<file path="config.mk">
export PLATFORM = sky130hd
export DESIGN_NAME = thermal_head_strobe_timer_core
export DESIGN_NICKNAME = d
export VERILOG_FILES = /design/src/rtl/thst_pkg.sv /design/src/rtl/thst_fifo.sv /design/src/rtl/thst_front.sv /design/src/rtl/thst_back.sv /design/src/rtl/thermal_head_strobe_timer_core.sv
export SDC_FILE = /design/constraint.sdc
export NUM_CORES = 2
export LEC_CHECK = 0
export CAP_MARGIN = 20
export CORE_ASPECT_RATIO = 1.1
export CORE_MARGIN = 2
export CORE_UTILIZATION = 50
export DETAILED_ROUTE_END_ITERATION = 16
export DONT_BUFFER_PORTS = 1
export PLACE_DENSITY_LB_ADDON = 0.08
export SLEW_MARGIN = 0
export SYNTH_ARGS = -nofsm -noshare
export SYNTH_HDL_FRONTEND = slang
export SYNTH_SLANG_ARGS = --single-unit
</file>
<file path="constraint.sdc">
create_clock -name clk -period 7 [get_ports clk]
set_clock_uncertainty 0.15 [all_clocks]
set_input_delay 0.7 -clock clk [delete_from_list [all_inputs] [get_ports clk]]
set_output_delay 0.7 -clock clk [all_outputs]
set_load 0.02 [all_outputs]
</file>
<file path="src/rtl/thst_pkg.sv">
// ---------------------------------------------------------------------------
// thst_pkg
// Types, codes and constants of the thermal head strobe timer.
// ---------------------------------------------------------------------------
`timescale 1ns / 1ps

package thst_pkg;

	localparam int DEF_NUM_GROUPS      = 6;
	localparam int DEF_BYTES_PER_GROUP = 8;
	localparam int DEF_COUNTER_BITS    = 24;

	localparam int GROUP_W     = 3;   // groups 0..7 at most
	localparam int SUM_W       = 11;
	localparam int SUM_EXT_W   = SUM_W + 1;
	localparam int EXTRA_W     = 10;
	localparam int EXTRA_ALL_W = EXTRA_W << GROUP_W;
	localparam int MASK_W      = 6;
	localparam int CFG_DATA_W  = 60;
	localparam int CFG_IDX_W   = 3;
	localparam int CMD_DEPTH   = 2;
	localparam int RES_DEPTH   = 2;

	localparam logic [SUM_W-1:0]   SUM_MAX     = 11'd2047;
	localparam logic [GROUP_W-1:0] ALL_SELECT  = 3'd6;
	localparam logic [7:0]         HEAT_RESET  = 8'd64;
	localparam logic [6:0]         PERCENT_DIV = 7'd100;
	// floor(2^32 / 100); quotient estimate is low by at most one
	localparam logic [25:0]        RECIP_100   = 26'd42949672;

	localparam logic [CFG_IDX_W-1:0] CFG_HEAT_DENSITY = 3'd0;
	localparam logic [CFG_IDX_W-1:0] CFG_BASE_PULSE   = 3'd1;
	localparam logic [CFG_IDX_W-1:0] CFG_LOAD_COEF    = 3'd2;
	localparam logic [CFG_IDX_W-1:0] CFG_GROUP_EXTRA  = 3'd3;
	localparam logic [CFG_IDX_W-1:0] CFG_GAP_TICKS    = 3'd4;

	typedef enum logic [1:0] {
		OP_LOAD = 2'd0,
		OP_FIRE = 2'd1,
		OP_TICK = 2'd2,
		OP_STOP = 2'd3
	} op_t;

	typedef enum logic [1:0] {
		PH_IDLE  = 2'd0,
		PH_PULSE = 2'd1,
		PH_GAP   = 2'd2
	} phase_t;

	typedef enum logic [3:0] {
		BK_IDLE,
		BK_EXEC,
		BK_SQ,
		BK_COEF,
		BK_SUM,
		BK_DENS,
		BK_RECIP,
		BK_REM,
		BK_START,
		BK_SETTLE,
		BK_EMIT
	} back_state_t;

	typedef struct packed {
		logic [1:0] operation;
		logic [7:0] data_byte;
		logic [5:0] byte_index;
		logic [2:0] group_select;
	} in_item_t;

	typedef struct packed {
		logic [5:0] strobe_mask;
		logic       busy_res;
		logic [2:0] active_group;
		logic       sequence_done;
		logic       fire_ignored;
	} out_item_t;

	typedef struct packed {
		op_t                kind;
		logic [7:0]         data_byte;
		logic               clear_sums;
		logic               grp_valid;
		logic [GROUP_W-1:0] grp_idx;
		logic               sel_valid;
		logic               sel_all;
		logic [GROUP_W-1:0] sel_group;
	} cmd_t;

endpackage

</file>
<file path="src/rtl/thst_fifo.sv">
// ---------------------------------------------------------------------------
// thst_fifo
// Small synchronous queue; push when full and pop when empty are dropped.
// ---------------------------------------------------------------------------
`timescale 1ns / 1ps

module thst_fifo #(
	parameter int WIDTH = 8,
	parameter int DEPTH = 2
) (
	input  logic             clk,
	input  logic             arst_n,
	input  logic             push,
	input  logic [WIDTH-1:0] wdata,
	output logic             full,
	input  logic             pop,
	output logic [WIDTH-1:0] rdata,
	output logic             empty
);

	localparam int PW = (DEPTH > 1) ? $clog2(DEPTH) : 1;
	localparam int CW = $clog2(DEPTH + 1);

	logic [WIDTH-1:0] mem_q [DEPTH];
	logic [PW-1:0]    wr_q, rd_q;
	logic [CW-1:0]    cnt_q;
	logic             do_push, do_pop;

	assign full    = cnt_q == CW'(DEPTH);
	assign empty   = cnt_q == '0;
	assign do_push = push && !full;
	assign do_pop  = pop && !empty;
	assign rdata   = mem_q[rd_q];

	always_ff @(posedge clk) begin
		if (do_push) begin
			mem_q[wr_q] <= wdata;
		end
	end

	always_ff @(posedge clk or negedge arst_n) begin
		if (!arst_n) begin
			wr_q  <= '0;
			rd_q  <= '0;
			cnt_q <= '0;
		end else begin
			if (do_push) begin
				wr_q <= (wr_q == PW'(DEPTH - 1)) ? '0 : wr_q + 1'b1;
			end
			if (do_pop) begin
				rd_q <= (rd_q == PW'(DEPTH - 1)) ? '0 : rd_q + 1'b1;
			end
			case ({do_push, do_pop})
				2'b10:   cnt_q <= cnt_q + 1'b1;
				2'b01:   cnt_q <= cnt_q - 1'b1;
				default: cnt_q <= cnt_q;
			endcase
		end
	end

endmodule

</file>
<file path="src/rtl/thst_front.sv">
// ---------------------------------------------------------------------------
// thst_front
// Accepts items, decodes them into commands and queues them for the back end.
// ---------------------------------------------------------------------------
`timescale 1ns / 1ps

module thst_front import thst_pkg::*; #(
	parameter int NUM_GROUPS      = DEF_NUM_GROUPS,
	parameter int BYTES_PER_GROUP = DEF_BYTES_PER_GROUP
) (
	input  logic     clk,
	input  logic     arst_n,
	input  logic     push,
	output logic     full,
	input  in_item_t item,
	output logic     cmd_valid,
	output cmd_t     cmd,
	input  logic     cmd_pop
);

	logic [GROUP_W:0] grp_full;
	logic             cmd_empty;
	cmd_t             cmd_d;

	// byte position to group by compares against the group boundaries;
	// bytes past the last group land on NUM_GROUPS
	always_comb begin
		grp_full = '0;
		for (int g = 1; g <= NUM_GROUPS; g++) begin
			if (int'(item.byte_index) >= g * BYTES_PER_GROUP) begin
				grp_full = (GROUP_W + 1)'(g);
			end
		end
	end

	always_comb begin
		cmd_d            = '0;
		cmd_d.kind       = op_t'(item.operation);
		cmd_d.data_byte  = item.data_byte;
		cmd_d.clear_sums = item.byte_index == '0;
		cmd_d.grp_valid  = grp_full < (GROUP_W + 1)'(NUM_GROUPS);
		cmd_d.grp_idx    = grp_full[GROUP_W-1:0];
		cmd_d.sel_all    = item.group_select == ALL_SELECT;
		cmd_d.sel_valid  = cmd_d.sel_all
			|| ({1'b0, item.group_select} < (GROUP_W + 1)'(NUM_GROUPS));
		cmd_d.sel_group  = cmd_d.sel_all ? '0 : item.group_select;
	end

	thst_fifo #(
		.WIDTH ($bits(cmd_t)),
		.DEPTH (CMD_DEPTH)
	) u_cmd_fifo (
		.clk    (clk),
		.arst_n (arst_n),
		.push   (push),
		.wdata  (cmd_d),
		.full   (full),
		.pop    (cmd_pop),
		.rdata  (cmd),
		.empty  (cmd_empty)
	);

	assign cmd_valid = !cmd_empty;

endmodule

</file>
<file path="src/rtl/thst_back.sv">
// ---------------------------------------------------------------------------
// thst_back
// Strobe sequencer: group sums, pulse width arithmetic, phase timing, results.
// ---------------------------------------------------------------------------
`timescale 1ns / 1ps

module thst_back import thst_pkg::*; #(
	parameter int NUM_GROUPS   = DEF_NUM_GROUPS,
	parameter int COUNTER_BITS = DEF_COUNTER_BITS
) (
	input  logic                  clk,
	input  logic                  arst_n,
	input  logic                  cfg_write,
	input  logic [CFG_IDX_W-1:0]  cfg_index,
	input  logic [CFG_DATA_W-1:0] cfg_data,
	input  logic                  cmd_valid,
	input  cmd_t                  cmd,
	output logic                  cmd_pop,
	output logic                  empty,
	input  logic                  pop,
	output out_item_t             result
);

	localparam int GIDX_W = (NUM_GROUPS > 1) ? $clog2(NUM_GROUPS) : 1;
	localparam logic [32:0] CNT_MAX = (33'd1 << COUNTER_BITS) - 33'd1;

	back_state_t state_q, state_d;

	// configuration
	logic [7:0]            density_q;
	logic [15:0]           base_q;
	logic [15:0]           coef_q;
	logic [CFG_DATA_W-1:0] extra_q;
	logic [15:0]           gap_q;

	// sequence state
	logic [SUM_W-1:0]        sums_q [NUM_GROUPS];
	phase_t                  phase_q;
	logic [COUNTER_BITS-1:0] cnt_q;
	logic [GROUP_W-1:0]      grp_q;
	logic                    all_q;
	logic                    done_q;
	logic                    ignored_q;
	cmd_t                    cmd_q;

	// width arithmetic
	logic [21:0] sq_q;
	logic [37:0] prod_q;
	logic [22:0] raw_q;
	logic [30:0] scaled_q;
	logic [24:0] quot_q;
	logic [7:0]  rem_q;

	logic [SUM_W-1:0]       cur_sum;
	logic [EXTRA_ALL_W-1:0] extra_wide;
	logic [EXTRA_W-1:0]     extra_cur;
	logic [SUM_W-1:0]       load_base;
	logic [SUM_EXT_W-1:0]   load_sum;
	logic [GROUP_W:0]       grp_next;
	logic                   more_groups;
	logic                   phase_end;
	logic [56:0]            recip_prod;
	logic [30:0]            rem_full;
	logic [25:0]            width_q26;
	logic [32:0]            width33;
	logic                   res_full;
	logic                   res_push;
	out_item_t              res_d;

	assign cur_sum     = sums_q[grp_q[GIDX_W-1:0]];
	assign extra_wide  = EXTRA_ALL_W'(extra_q);
	assign extra_cur   = extra_wide[grp_q * EXTRA_W +: EXTRA_W];
	assign load_base   = cmd_q.clear_sums ? '0 : sums_q[cmd_q.grp_idx[GIDX_W-1:0]];
	assign load_sum    = {1'b0, load_base} + SUM_EXT_W'(cmd_q.data_byte);
	assign grp_next    = {1'b0, grp_q} + 1'b1;
	assign more_groups = all_q && (grp_next < (GROUP_W + 1)'(NUM_GROUPS));
	assign phase_end   = (phase_q != PH_IDLE) && (cnt_q == '0);
	assign recip_prod  = 57'(scaled_q) * 57'(RECIP_100);
	assign rem_full    = scaled_q - 31'(quot_q) * 31'(PERCENT_DIV);
	assign width_q26   = {1'b0, quot_q} + 26'(rem_q >= 8'(PERCENT_DIV));
	assign width33     = 33'(width_q26);

	// next state
	always_comb begin
		state_d = state_q;
		case (state_q)
			BK_IDLE: begin
				if (cmd_valid && !res_full) begin
					state_d = BK_EXEC;
				end
			end
			BK_EXEC: begin
				case (cmd_q.kind)
					OP_FIRE: begin
						if (phase_q != PH_IDLE || !cmd_q.sel_valid) begin
							state_d = BK_EMIT;
						end else begin
							state_d = BK_SQ;
						end
					end
					OP_TICK: state_d = (phase_q == PH_IDLE) ? BK_EMIT : BK_SETTLE;
					default: state_d = BK_EMIT;
				endcase
			end
			BK_SQ:    state_d = BK_COEF;
			BK_COEF:  state_d = BK_SUM;
			BK_SUM:   state_d = BK_DENS;
			BK_DENS:  state_d = BK_RECIP;
			BK_RECIP: state_d = BK_REM;
			BK_REM:   state_d = BK_START;
			BK_START: state_d = BK_SETTLE;
			BK_SETTLE: begin
				if (!phase_end) begin
					state_d = BK_EMIT;
				end else if (phase_q == PH_PULSE) begin
					state_d = BK_SETTLE;
				end else if (more_groups) begin
					state_d = BK_SQ;
				end else begin
					state_d = BK_EMIT;
				end
			end
			BK_EMIT: state_d = BK_IDLE;
			default: state_d = BK_IDLE;
		endcase
	end

	// handshake outputs
	always_comb begin
		cmd_pop  = (state_q == BK_IDLE) && cmd_valid && !res_full;
		res_push = state_q == BK_EMIT;
	end

	always_comb begin
		res_d               = '0;
		res_d.strobe_mask   = (phase_q == PH_PULSE) ? MASK_W'(8'd1 << grp_q) : '0;
		res_d.busy_res      = phase_q != PH_IDLE;
		res_d.active_group  = (phase_q != PH_IDLE) ? grp_q : '0;
		res_d.sequence_done = done_q;
		res_d.fire_ignored  = ignored_q;
	end

	always_ff @(posedge clk or negedge arst_n) begin
		if (!arst_n) begin
			density_q <= HEAT_RESET;
			base_q    <= '0;
			coef_q    <= '0;
			extra_q   <= '0;
			gap_q     <= '0;
		end else if (cfg_write) begin
			case (cfg_index)
				CFG_HEAT_DENSITY: density_q <= cfg_data[7:0];
				CFG_BASE_PULSE:   base_q    <= cfg_data[15:0];
				CFG_LOAD_COEF:    coef_q    <= cfg_data[15:0];
				CFG_GROUP_EXTRA:  extra_q   <= cfg_data;
				CFG_GAP_TICKS:    gap_q     <= cfg_data[15:0];
				default: ;
			endcase
		end
	end

	// arithmetic registers carry no reset
	always_ff @(posedge clk) begin
		if (cmd_pop) begin
			cmd_q <= cmd;
		end
		case (state_q)
			BK_SQ:    sq_q     <= 22'(cur_sum) * 22'(cur_sum);
			BK_COEF:  prod_q   <= 38'(sq_q) * 38'(coef_q);
			BK_SUM:   raw_q    <= 23'(base_q) + 23'(prod_q[37:16]) + 23'(extra_cur);
			BK_DENS:  scaled_q <= 31'(raw_q) * 31'(density_q);
			BK_RECIP: quot_q   <= recip_prod[56:32];
			BK_REM:   rem_q    <= rem_full[7:0];
			default: ;
		endcase
	end

	always_ff @(posedge clk or negedge arst_n) begin
		if (!arst_n) begin
			state_q   <= BK_IDLE;
			phase_q   <= PH_IDLE;
			cnt_q     <= '0;
			grp_q     <= '0;
			all_q     <= 1'b0;
			done_q    <= 1'b0;
			ignored_q <= 1'b0;
			for (int i = 0; i < NUM_GROUPS; i++) begin
				sums_q[i] <= '0;
			end
		end else begin
			state_q <= state_d;
			case (state_q)
				BK_IDLE: begin
					done_q    <= 1'b0;
					ignored_q <= 1'b0;
				end
				BK_EXEC: begin
					case (cmd_q.kind)
						OP_LOAD: begin
							if (cmd_q.clear_sums) begin
								for (int i = 0; i < NUM_GROUPS; i++) begin
									sums_q[i] <= '0;
								end
							end
							if (cmd_q.grp_valid) begin
								sums_q[cmd_q.grp_idx[GIDX_W-1:0]] <= load_sum[SUM_W]
									? SUM_MAX : load_sum[SUM_W-1:0];
							end
						end
						OP_FIRE: begin
							if (phase_q != PH_IDLE) begin
								ignored_q <= 1'b1;
							end else if (cmd_q.sel_valid) begin
								all_q <= cmd_q.sel_all;
								grp_q <= cmd_q.sel_group;
							end
						end
						OP_TICK: begin
							if (phase_q != PH_IDLE && cnt_q != '0) begin
								cnt_q <= cnt_q - 1'b1;
							end
						end
						default: begin
							phase_q <= PH_IDLE;
							cnt_q   <= '0;
							grp_q   <= '0;
							all_q   <= 1'b0;
						end
					endcase
				end
				BK_START: begin
					if (width33 == '0) begin
						phase_q <= PH_GAP;
						cnt_q   <= COUNTER_BITS'(gap_q);
					end else begin
						phase_q <= PH_PULSE;
						cnt_q   <= COUNTER_BITS'((width33 > CNT_MAX) ? CNT_MAX : width33);
					end
				end
				BK_SETTLE: begin
					if (phase_end) begin
						if (phase_q == PH_PULSE) begin
							phase_q <= PH_GAP;
							cnt_q   <= COUNTER_BITS'(gap_q);
						end else if (more_groups) begin
							grp_q <= grp_next[GROUP_W-1:0];
						end else begin
							phase_q <= PH_IDLE;
							cnt_q   <= '0;
							grp_q   <= '0;
							all_q   <= 1'b0;
							done_q  <= 1'b1;
						end
					end
				end
				default: ;
			endcase
		end
	end

	thst_fifo #(
		.WIDTH ($bits(out_item_t)),
		.DEPTH (RES_DEPTH)
	) u_res_fifo (
		.clk    (clk),
		.arst_n (arst_n),
		.push   (res_push),
		.wdata  (res_d),
		.full   (res_full),
		.pop    (pop),
		.rdata  (result),
		.empty  (empty)
	);

endmodule

</file>
<file path="src/rtl/thermal_head_strobe_timer_core.sv">
// ---------------------------------------------------------------------------
// thermal_head_strobe_timer_core
// Load, stop and idle tick items pass the execute and emit states of the sequencer, a
// running tick the settle state as well; each pulse that ends adds a settle pass and
// each group started the multiply chain and /100 states. The sequencer handles one item
// at a time; the 2-entry command queue lets the input keep accepting while it works.
// arst_n clears queues, sums, sequence state and loads register reset values.
// ---------------------------------------------------------------------------
`timescale 1ns / 1ps

module thermal_head_strobe_timer_core import thst_pkg::*; #(
	parameter int NUM_GROUPS      = DEF_NUM_GROUPS,
	parameter int BYTES_PER_GROUP = DEF_BYTES_PER_GROUP,
	parameter int COUNTER_BITS    = DEF_COUNTER_BITS
) (
	input  logic                  clk,
	input  logic                  arst_n,
	input  logic                  push,
	output logic                  full,
	input  in_item_t              item,
	output logic                  empty,
	input  logic                  pop,
	output out_item_t             result,
	input  logic                  cfg_write,
	input  logic [CFG_IDX_W-1:0]  cfg_index,
	input  logic [CFG_DATA_W-1:0] cfg_data
);

	logic cmd_valid;
	logic cmd_pop;
	cmd_t cmd;

	thst_front #(
		.NUM_GROUPS      (NUM_GROUPS),
		.BYTES_PER_GROUP (BYTES_PER_GROUP)
	) u_front (
		.clk       (clk),
		.arst_n    (arst_n),
		.push      (push),
		.full      (full),
		.item      (item),
		.cmd_valid (cmd_valid),
		.cmd       (cmd),
		.cmd_pop   (cmd_pop)
	);

	thst_back #(
		.NUM_GROUPS   (NUM_GROUPS),
		.COUNTER_BITS (COUNTER_BITS)
	) u_back (
		.clk       (clk),
		.arst_n    (arst_n),
		.cfg_write (cfg_write),
		.cfg_index (cfg_index),
		.cfg_data  (cfg_data),
		.cmd_valid (cmd_valid),
		.cmd       (cmd),
		.cmd_pop   (cmd_pop),
		.empty     (empty),
		.pop       (pop),
		.result    (result)
	);

endmodule

</file>
==> metrics.md <==
| Metric | Value |
|---|---|
| Status | finished with violations |
| Failing checks | hold timing |
| FF+latch count, synth | about 440 |
| Clock Sinks | 438 |
| Starting Density | 50.2% |
| WL final | 132000 um |
| Unrepaired setup endpoints after global routing | yes |
| Top post-synthesis cells by area | fa_1, ha_1, edfxtp_1 |
| Clock Tree Root | clkbuf_16 |
| Syn avg cell area | 10.4 um^2 |
| Post-synth EDFFs | 212 |
| Slew Viols, Final | 0 |
| Sequential area share after synthesis | between 20% and 30% |
| GRT overflow | 0 |
| Rel. slew slack | 11.6% |
| # H-tree levels | 2 |
| Clock buffer depth | 3 |
| HPWL after DPL | 107000 um |
| Worst setup EP type | flip-flop |
| Initial antenna violation count | 20 |
| Fill count | a little over 9000 |
| Synth Instances | 4922 |
| Mapped cell area | 51200 um^2 |
| Total CTS buffers | 51 |
| Layout cells sized above 1 | 13.4% |
| Leading cell types by count after synthesis | inv_1, fa_1, ha_1 |
| Worst slew pin tran | 1.33 ns |
| Final RePlAce weighted congestion | around 0.90 |
| Yosys warns | 0 |
| Min Hold Slack | -0.0283 ns |
| Row count | 123 |
| Critical path fanouts, max | 5 |
| Initial detailed-routing violation count | 2045 |
| Vias | 34800 |
| Die Width | 309 um |
| Achievable frequency | 0.145 GHz |
| Largest area contributor in the netlist | fa_1 |
| CTS tree | done |
| Worst Setup Start Kind | flip-flop |
| Critical Path AT | 7.16 ns |
| Antenna Violating Nets Remaining | 0 |
| First-pass GRT wire length | 210000 um |
| Setup TNS | 0 ns |
| MaxCap Viol Count | 0 |
| Min-delay worst type | in2async |
| Clock-pin transition on the worst setup and hold timing paths | 0.06 ns |
| Tcrit/Tclk final | 98.5% |
| Asr flop ratio synth | 51.6% |
| Layout area overhead | 12.2% |
| Vias in the first global route | between 30000 and 40000 |
| Die height | 339 um |
| Drc violations | 0 |
| Final setup violation count | 0 |
| Later-pin clock latency in the skew report | approximately 0.67 ns |
| Final Hold Viols | 1 |
| Largest net degree at the start of global routing | 227 |
| Die area | 105000 um^2 |
| CP required | 7.27 ns |
| Synth top area share | 28.9% |
| I/O pins | about 100 |
| GRT Total Usage | a little over a quarter |
| Nets | 6573 |
| Port buffer count | 0 |
| WL/cell | 19.9 um |
| Final Instance Area | 57400 um^2 |
| DR vias/cell | between 5 and 6 |
| Most numerous cell in the Yosys netlist | inv_1 |
| Core Footprint | 102000 um^2 |
| Post-synth top flop | dfrtp_1 |
| DR pass1 iterations | 7 |
| Synth cell types | 94 |
| Final core occ | 56.3% |
| Placed Area | 54700 um^2 |
| Final Critical Period | between 6 and 7 ns |
| Crit path kind | reg2reg |
[metal layers]
layer  routed length, um  global-route usage, %
met1               54700                   34.2
met2               65900                   45.0
met3                6860                   3.15
met4                3950                   7.75
met5                  28                      0
[final cells by class]
| cell class | count | area, um^2 | share of cell area [%] |
|---|---|---|---|
| Timing Repair Buffer | 336 | 2870 | 5.00 |
| Clock buffer | 62 | 1380 | 2.40 |
| Inverter | 981 | 3680 | 6.41 |
| Antenna cell | 16 | 40.0 | 0.0697 |
| Multi-Input combinational cell | 3361 | 35200 | 61.4 |
| Tap cell | 1375 | 1720 | 3.00 |
| Sequential cell | 438 | 12000 | 21.0 |
| Clock inverter | 34 | 449 | 0.782 |
[sequential cells by signal, indices dropped and copies added, names as in the netlist, 22 cells and up]
name and count:
u_back.cnt_q 24, u_back.extra_q 60, u_back.prod_q 22, u_back.quot_q 25, u_back.raw_q 23, u_back.scaled_q 31
u_back.sums_q 66, u_back.u_res_fifo.mem_q 24, u_front.u_cmd_fifo.mem_q 40
[path summary, 6_finish.rpt]
| kind | end | start | slack [ns] | depth (start not counted) |
|---|---|---|---|---|
| setup / recovery | u_back.quot_q[23]$_DFFE_PN_ | u_back.scaled_q[13]$_DFFE_PP_ | 0.10 | 24 |
| hold / removal | u_front.u_cmd_fifo.rd_q$_DFFE_PN0P_ | arst_n | -0.03 | 1 |
| setup reg to reg | u_back.quot_q[23]$_DFFE_PN_ | u_back.scaled_q[13]$_DFFE_PP_ | 0.10 | 24 |
| hold reg to reg | u_front.u_cmd_fifo.cnt_q[1]$_DFFE_PN0P_ | u_front.u_cmd_fifo.cnt_q[1]$_DFFE_PN0P_ | 0.34 | 1 |
| max in group asynchronous | u_back.coef_q[1]$_DFFE_PN0P_ | arst_n | 5.54 | 1 |
| min in group clk | u_back.base_q[0]$_DFFE_PN0P_ | cfg_data[0] | 0.05 | 2 |
[timing repair]
item / 4_1_cts / 5_1_grt
setup buffers: 8 / 26
hold buffers: 14 / 0
gates resized for setup: 21 / 62
endpoints found under the hold margin: 252 / 0
pin swaps: 11 / 57
endpoints found under the setup margin: 16 / 28
[placed cells by master (no fill, tap or decap), drive strengths merged, types with 9 or more instances in the layout]
cell type,Yosys,final
edfxtp,212,212
xnor2,110,110
nor2,203,203
and3,27,27
a211oi,16,16
mux2,152,152
ha,579,579
nor4,15,15
a21oi,114,114
inv,980,986
clkinv,1,17
dlygate4sd3,0,13
a31oi,17,17
o21a,15,15
and2,229,229
nand2b,33,33
xor2,48,48
o21bai,11,11
a221oi,9,9
clkbuf,130,62
dfrtp,225,225
o211ai,10,10
a21o,43,43
o21ai,154,154
mux2i,34,34
nand3,45,45
or2,19,19
a222oi,11,11
nor3,59,59
nand4,14,14
nand2,465,465
a22o,34,34
diode,0,16
mux4,23,23
nor2b,26,26
buf,17,323
fa,738,738
[worst max-delay path, stage by stage (launching register included)]
cell	delay [ns]
edfxtp_1	0.46
buf_6	0.18
fa_1	0.47
ha_1	0.28
inv_1	0.05
fa_1	0.53
inv_1	0.05
fa_1	0.53
fa_1	0.44
fa_1	0.50
inv_1	0.05
fa_1	0.47
inv_1	0.04
ha_1	0.30
nand2_2	0.08
o21ai_2	0.06
o41a_1	0.40
a211o_1	0.26
o2111a_2	0.21
a311oi_4	0.36
o31ai_4	0.14
a211oi_2	0.28
o31ai_2	0.11
buf_4	0.14
xor2_1	0.13
[kinds of logic after synthesis]
group | Yosys count | share of synthesized area [%]
buf+inv | 1128 | 8.31
flops | 438 | 23.5
mux | 209 | 5.05
fa+ha+maj | 1317 | 43.0
compound gates | 506 | 6.40
xor+xnor | 158 | 2.71
simple gates | 1164 | 11.0
other cells | 2 | 0.0147
[metrics by stage]
stage               hold slack, ns  setup slack [ns]  std cells
global route                0.0202            -0.136       6594
floorplan                    0.254            0.0928       4927
CTS                        0.00903            0.0142       6557
detailed placement           0.272            -0.352       6440
global placement             0.272            -0.177       6438
finish                     -0.0283             0.105       6603
Power is not shown: default switching activity piles up to over one toggle a cycle in this logic, so the estimate is an artifact.
